==> config.mk <==
export PLATFORM = sky130hd
export DESIGN_NAME = bitfield_operation_unit
export DESIGN_NICKNAME = d
export VERILOG_FILES = /design/src/rtl/core/bfu_pkg.sv /design/src/rtl/core/bitfield_operation_unit.sv
export SDC_FILE = /design/constraint.sdc
export NUM_CORES = 1
export LEC_CHECK = 0
export CAP_MARGIN = 20
export CORE_ASPECT_RATIO = 0.8
export CORE_MARGIN = 2
export CORE_UTILIZATION = 32
export DETAILED_ROUTE_END_ITERATION = 10
export DONT_BUFFER_PORTS = 1
export GPL_TIMING_DRIVEN = 0
export HOLD_SLACK_MARGIN = 0.15
export SYNTH_ARGS = -nofsm -noshare
export SYNTH_HDL_FRONTEND = slang
export SYNTH_SLANG_ARGS = --single-unit
==> constraint.sdc <==
create_clock -name clk -period 19.4 [get_ports clk]
set_input_delay 1.94 -clock clk [delete_from_list [all_inputs] [get_ports clk]]
set_output_delay 1.94 -clock clk [all_outputs]
set_load 0.02 [all_outputs]
==> src/rtl/core/bfu_pkg.sv <==
package bfu_pkg;

	localparam int FUNC_W   = 3;
	localparam int WORD_W   = 32;
	localparam int WCODE_W  = 5;
	localparam int POS_W    = 5;
	localparam int CNT_W    = 6;

	// slave tdata: operand_word, insert_source, bit_offset, width_code, pad
	localparam int S_FIELDS_W = 3 * WORD_W + WCODE_W;
	localparam int S_DATA_W   = ((S_FIELDS_W + 7) / 8) * 8;

	// master tdata: new_operand_word, data_result, flag_negative, flag_zero, pad
	localparam int M_FIELDS_W = 2 * WORD_W + 2;
	localparam int M_DATA_W   = ((M_FIELDS_W + 7) / 8) * 8;

	localparam logic [WORD_W-1:0] FULL_MASK = '1;

	typedef enum logic [FUNC_W-1:0] {
		FN_TEST    = 3'd0,
		FN_CHANGE  = 3'd1,
		FN_SET     = 3'd2,
		FN_CLEAR   = 3'd3,
		FN_EXTU    = 3'd4,
		FN_EXTS    = 3'd5,
		FN_FFO     = 3'd6,
		FN_INSERT  = 3'd7
	} func_t;

	// leading zero count of a nonzero word, binary search in five steps
	function automatic logic [POS_W-1:0] bfu_clz(input logic [WORD_W-1:0] x);
		logic [WORD_W-1:0] v;
		logic [POS_W-1:0]  n;
		v = x;
		n = '0;
		if (v[31:16] == 16'd0) begin
			n = n + 5'd16;
			v = v << 16;
		end
		if (v[31:24] == 8'd0) begin
			n = n + 5'd8;
			v = v << 8;
		end
		if (v[31:28] == 4'd0) begin
			n = n + 5'd4;
			v = v << 4;
		end
		if (v[31:30] == 2'd0) begin
			n = n + 5'd2;
			v = v << 2;
		end
		if (v[31] == 1'b0) begin
			n = n + 5'd1;
		end
		return n;
	endfunction

endpackage

==> src/rtl/core/bitfield_operation_unit.sv <==
// Bitfield operation unit: register forms of the test/change/set/clear,
// extract (unsigned, signed), find-first-one and insert bitfield operations.
//
// Input channel (s_*): one word per operation. s_tuser carries the function
// code; s_tdata carries the operand word, the insert source, the signed bit
// offset (counted from the MSB, wrapping modulo 32) and the width code
// (0 means a 32-bit field).
// Output channel (m_*): one word per input word, in order: the updated
// operand word, the data result and the N and Z flags.
//
// A word passes through an input register and then a result register, with
// the rotate/mask/count logic between them.
// Throughput is one word per cycle while m_tready is high; the input register
// advances whenever the result register is empty or being drained, so
// s_tready stays high while m_tready is high.
// When the receiver stalls, the result word holds on m_tdata, one more word
// may wait in the input register, and s_tready then drops.
// Reset (arst_n low) empties both registers at once; no words are in flight.
module bitfield_operation_unit (
	input  logic                          clk,
	input  logic                          arst_n,
	input  logic                          s_tvalid,
	output logic                          s_tready,
	// [31:0] operand_word, [63:32] insert_source, [95:64] bit_offset,
	// [100:96] width_code, [103:101] zero
	input  logic [bfu_pkg::S_DATA_W-1:0]  s_tdata,
	// [2:0] func
	input  logic [bfu_pkg::FUNC_W-1:0]    s_tuser,
	output logic                          m_tvalid,
	input  logic                          m_tready,
	// [31:0] new_operand_word, [63:32] data_result, [64] flag_negative,
	// [65] flag_zero, [71:66] zero
	output logic [bfu_pkg::M_DATA_W-1:0]  m_tdata
);
	import bfu_pkg::*;

	// input register
	logic               valid_s1;
	func_t              func_s1;
	logic [WORD_W-1:0]  word_s1;
	logic [WORD_W-1:0]  src_s1;
	logic [WORD_W-1:0]  offs_s1;
	logic [WCODE_W-1:0] wcode_s1;

	// result register
	logic               valid_s2;
	logic [WORD_W-1:0]  new_word_s2;
	logic [WORD_W-1:0]  data_s2;
	logic               neg_s2;
	logic               zero_s2;

	logic adv_s1;
	logic adv_s2;

	// datapath between the registers
	logic [CNT_W-1:0]      width;
	logic [POS_W-1:0]      pos;
	logic [POS_W-1:0]      sh;
	logic [WORD_W-1:0]     hmask;
	logic [2*WORD_W-1:0]   word_rol2;
	logic [2*WORD_W-1:0]   mask_ror2;
	logic [2*WORD_W-1:0]   ins_ror2;
	logic [WORD_W-1:0]     aligned;
	logic [WORD_W-1:0]     place_mask;
	logic [WORD_W-1:0]     ins_aligned;
	logic [WORD_W-1:0]     placed;
	logic [WORD_W-1:0]     field_u;
	logic [WORD_W-1:0]     field_s;
	logic [POS_W-1:0]      lead;
	logic [CNT_W-1:0]      cnt;
	logic [WORD_W-1:0]     flag_word;
	logic [WORD_W-1:0]     new_word;
	logic [WORD_W-1:0]     data;

	// advance the result register when empty or drained, the input register
	// when it is empty or its word moves on
	assign adv_s2   = !valid_s2 || m_tready;
	assign adv_s1   = !valid_s1 || adv_s2;
	assign s_tready = adv_s1;

	always_ff @(posedge clk or negedge arst_n) begin
		if (!arst_n) begin
			valid_s1 <= 1'b0;
		end else if (adv_s1) begin
			valid_s1 <= s_tvalid;
		end
	end

	always_ff @(posedge clk) begin
		if (adv_s1 && s_tvalid) begin
			func_s1  <= func_t'(s_tuser);
			word_s1  <= s_tdata[WORD_W-1:0];
			src_s1   <= s_tdata[2*WORD_W-1:WORD_W];
			offs_s1  <= s_tdata[3*WORD_W-1:2*WORD_W];
			wcode_s1 <= s_tdata[3*WORD_W+WCODE_W-1:3*WORD_W];
		end
	end

	always_comb begin
		width = (wcode_s1 == '0) ? CNT_W'(WORD_W) : {1'b0, wcode_s1};
		pos   = offs_s1[POS_W-1:0];
		// 32 - width, modulo 32
		sh    = POS_W'(0) - wcode_s1;
		hmask = FULL_MASK << sh;

		// rotate the word left by pos so the field starts at bit 31
		word_rol2 = {word_s1, word_s1} << pos;
		aligned   = word_rol2[2*WORD_W-1:WORD_W] & hmask;

		// rotate masks and inserted bits back right into place
		mask_ror2   = {hmask, hmask} >> pos;
		place_mask  = mask_ror2[WORD_W-1:0];
		ins_aligned = src_s1 << sh;
		ins_ror2    = {ins_aligned, ins_aligned} >> pos;
		placed      = ins_ror2[WORD_W-1:0];

		field_u = aligned >> sh;
		field_s = WORD_W'($signed(aligned) >>> sh);

		// an empty field counts its full width
		lead = bfu_clz(aligned);
		cnt  = (aligned == '0) ? width : {1'b0, lead};

		new_word  = word_s1;
		data      = '0;
		flag_word = aligned;
		unique case (func_s1)
			FN_TEST: begin
			end
			FN_CHANGE: begin
				new_word = word_s1 ^ place_mask;
			end
			FN_SET: begin
				new_word = word_s1 | place_mask;
			end
			FN_CLEAR: begin
				new_word = word_s1 & ~place_mask;
			end
			FN_EXTU: begin
				data = field_u;
			end
			FN_EXTS: begin
				data = field_s;
			end
			FN_FFO: begin
				data = offs_s1 + {{(WORD_W-CNT_W){1'b0}}, cnt};
			end
			FN_INSERT: begin
				new_word  = (word_s1 & ~place_mask) | placed;
				flag_word = ins_aligned;
			end
			default: begin
			end
		endcase
	end

	always_ff @(posedge clk or negedge arst_n) begin
		if (!arst_n) begin
			valid_s2 <= 1'b0;
		end else if (adv_s2) begin
			valid_s2 <= valid_s1;
		end
	end

	always_ff @(posedge clk) begin
		if (adv_s2 && valid_s1) begin
			new_word_s2 <= new_word;
			data_s2     <= data;
			neg_s2      <= flag_word[WORD_W-1];
			zero_s2     <= (flag_word == '0);
		end
	end

	assign m_tvalid = valid_s2;
	assign m_tdata  = {{(M_DATA_W-M_FIELDS_W){1'b0}}, zero_s2, neg_s2, data_s2, new_word_s2};

endmodule

==> impl_results.md <==
* Clock power frac at 22.6%
* Layout area overhead at 8.858%
* Cells after Synth at 1950
* Top Ports at 185
* Mapped Area at 0.01828 mm2
* Pwr Density at 75.52 mW/mm2
* Share of cells above drive strength 1 at 13.50%
* Final-layout fill cell count at 5827
* Post-CTS sizing at 0
* Worst Path Max Fanout at 10
* Core area at 0.05660 mm2
* Yosys top cell by area: edfxtp_1
* Least-Margin Pin Slew at 1.025 ns
* Vias at 17770
* CP most frequent cell: buf_2
* Post-CTS Setup Bufs at 0
* Setup violations, final at 0
* Die width at 271.2 um
* Final ANT Viol Nets at 0
* Worst path required time at 19.63 ns
* Seq/Total Area, Yosys at 28.20%
* Int Pwr at 865.4 uW
* Hold Crit Class: reg -> reg
* Synth Flop Type: edfxtp_1
* Die Area at 0.05906 mm2
* Max Slew Vio Count at 0
* Setup Total Neg Slack at 0 ns
* Grt ovf at 0
* Clock Path Buffers at 2
* Final Cell Area at 0.01990 mm2
* Max Fclk at 102.4 MHz
* Net Switching at 637.2 uW
* I/O Buffers at 0
* Startpoint Class: flip-flop
* Chip height at 217.8 um
* First-pass GRT wire length at 117000 um
* CTS Buf Count at 17
* Setup Skew at 0.01560 ns
* Post-DP Area at 0.01932 mm2
* Slowest stage cell, crit path: nor2_1
* Drt wl/cell at 29.36 um
* Starting Density at 32.29%
* Vias per cell at 6.455
* # rows at 78
* Static Leakage at 7.200 nW
* RSZ-0062 raised after global routing: false
* Tot GR Track Use at 26.80%
* Combinational Power Share at 44.0%
* Post-DP HPWL at 64350 um
* Clock sink total at 172
* Initial antenna violation count at 1
* Clock tree from TritonCTS: done
* Clock Latency Late Sink at 0.50 ns
* Root buffer cell: clkbuf_16
* YS warnings at 0
* First drt pass iteration count at 6
* Crit path kind: reg -> reg
* Vias in the first global route at 16770
* Top cell type's share of synthesized area at 27.93%
* Final WL at 80840 um
* Sequential Power Share at 33.4%
* Main area contributors after synthesis: edfxtp_1 28%, mux4_2 12%, mux2i_1 7.9%, ha_1 5.2%, mux2_2 5.1%
* Worst Path Buf+Inv at 9
* EDFF count, synth at 170
* Data arrival, critical path at 10.00 ns
* Delay of the slowest critical-path stage at 0.71 ns
* Routability cong. at 1.017
* Async S/R FF share, synth at 1.163%
* Nets@finish at 2167
* Final routed DRC violation total at 0
* Largest net degree at the start of global routing at 64
* Flops & latches, synth at 172
* Fin crit share at 50.35%
* Starting DRT DRC Count at 2579
* Avg Inst Size Synth at 9.373 um2
* Hold-fix buffers, CTS at 0
* Setup crit end kind: flip-flop
* Max cap viols at 0
* Slew margin rel. at 31.42%
* Peak supply drop at 0.00006507 V
* H-tree depth at 4
* Count of final hold-check violations at 0
* Switch share at 42.41%
* Synth cell types at 94
* Status: completed
* Worst-path clk slew at 0.07 ns
* Min Tclk post-route at 9.768 ns
* Top Family by Delay on Critical Path: compound AO/OA/AOI/OAI gates
state kept, by name, indices dropped and copies added, names as in the netlist, 3 cells and up:
signal,flops
src_s1,32
word_s1,32
func_s1,3
wcode_s1,5
data_s2,32
new_word_s2,32
offs_s1,32
placed cells by master, fill, tap and decap left out, types with 65 or more instances in the layout:
master    count
nor2_1      199
edfxtp_1    170
mux2i_1     144
nand2_1     137
a21oi_1     129
o21ai_0     121
clkbuf_1    103
mux4_2       97
mux2_2       82
ha_1         76
inv_1        65
path summary, 6_finish.rpt:
path | slack (ns) | cells after the start | endpoint | startpoint
max reg2reg | 9.63 | 32 | data_s2[28]$_DFFE_PP_ | wcode_s1[0]$_DFFE_PP_
min | 0.51 | 1 | m_tvalid$_DFFE_PN0P_ | valid_s1$_DFFE_PN0N_
min reg2reg | 0.51 | 1 | m_tvalid$_DFFE_PN0P_ | valid_s1$_DFFE_PN0N_
min in group asynchronous | 1.13 | 0 | m_tvalid$_DFFE_PN0P_ | arst_n
max | 9.63 | 32 | data_s2[28]$_DFFE_PP_ | wcode_s1[0]$_DFFE_PP_
max in group asynchronous | 18.20 | 0 | valid_s1$_DFFE_PN0N_ | arst_n
Yosys cell counts, drive strengths merged, types with 7 or more instances:
| cell | n |
|---|---|
| and2 | 22 |
| nor2b | 11 |
| buf | 64 |
| and3 | 14 |
| a21oi | 129 |
| o21a | 16 |
| or2 | 11 |
| xor2 | 15 |
| a222oi | 8 |
| nor3 | 30 |
| clkbuf | 102 |
| o31ai | 10 |
| mux2 | 84 |
| nand2b | 17 |
| nand3 | 48 |
| or3 | 8 |
| nor2 | 199 |
| inv | 66 |
| o221ai | 21 |
| o22a | 14 |
| nand2 | 137 |
| a21o | 10 |
| o21bai | 7 |
| a211oi | 29 |
| nor4 | 10 |
| a22oi | 25 |
| a22o | 9 |
| xnor2 | 14 |
| o32ai | 10 |
| a31oi | 12 |
| o22ai | 58 |
| a32oi | 7 |
| a221o | 9 |
| nand4 | 14 |
| o21ai | 125 |
| mux4 | 97 |
| edfxtp | 170 |
| o211ai | 19 |
| mux2i | 145 |
| ha | 76 |
final cells by class:
type                       count  area [um2]  area share (%)
sequential                   172        5155           25.91
multi-input combinational   1548       12140           61.00
tap                          760       950.9           4.779
inverter                      69       259.0           1.302
buffer                       166       750.7           3.773
clock buffer                  18       429.2           2.157
clock inverter                14       136.4          0.6854
antenna                        1       2.502         0.01258
timing repair buffer           5       75.07          0.3773
power groups by stage:
| stage | combinational, mW | clock [mW] | sequential, mW |
|---|---|---|---|
| 6_report | 0.660 | 0.340 | 0.502 |
| 3_5_place_dp | 0.632 | 0 | 0.509 |
| 2_1_floorplan | 0.434 | 0 | 0.491 |
| 4_1_cts | 0.636 | 0.351 | 0.501 |
| 3_3_place_gp | 0.624 | 0 | 0.511 |
| 5_1_grt | 0.696 | 0.364 | 0.504 |
logic make-up after synthesis:
kind of cell | Yosys count | share of synthesized area, %
AO/OA/AOI/OAI | 575 | 20.87
XOR/XNOR | 29 | 1.390
adder cells (fa/ha/maj) | 79 | 5.422
buffers and inverters | 235 | 5.524
flip-flops | 172 | 28.20
multiplexers | 326 | 25.16
other | 1 | 0.02052
AND/OR/NAND/NOR | 533 | 13.42
layer usage:
layer	vias up	GRT usage, %	share of wire, %	routed length (um)
li1	7611	-	-	-
met1	8753	38.11	43	34420
met2	1237	39.16	42	34180
met3	167	7.575	12	9872
met4	2	8.242	2.9	2358
met5	-	0	0.016	13
through the flow:
| step | total power, mW | instances | setup slack [ns] | util (%) | hold slack (ns) |
|---|---|---|---|---|---|
| 3_5_place_dp | 1.141 | 2719 | 9.827 | 34.14 | 0.4988 |
| 6_report | 1.503 | 2753 | 9.632 | 35.15 | 0.5056 |
| 4_1_cts | 1.488 | 2751 | 9.800 | 35.14 | 0.5151 |
| 2_1_floorplan | 0.9258 | 1955 | 12.02 | - | 0.4490 |
| 5_1_grt | 1.564 | 2752 | 8.899 | 35.15 | 0.5274 |
| 3_3_place_gp | 1.135 | 2715 | 8.972 | 34.00 | 0.4661 |
(Power assumes the default switching activity.)
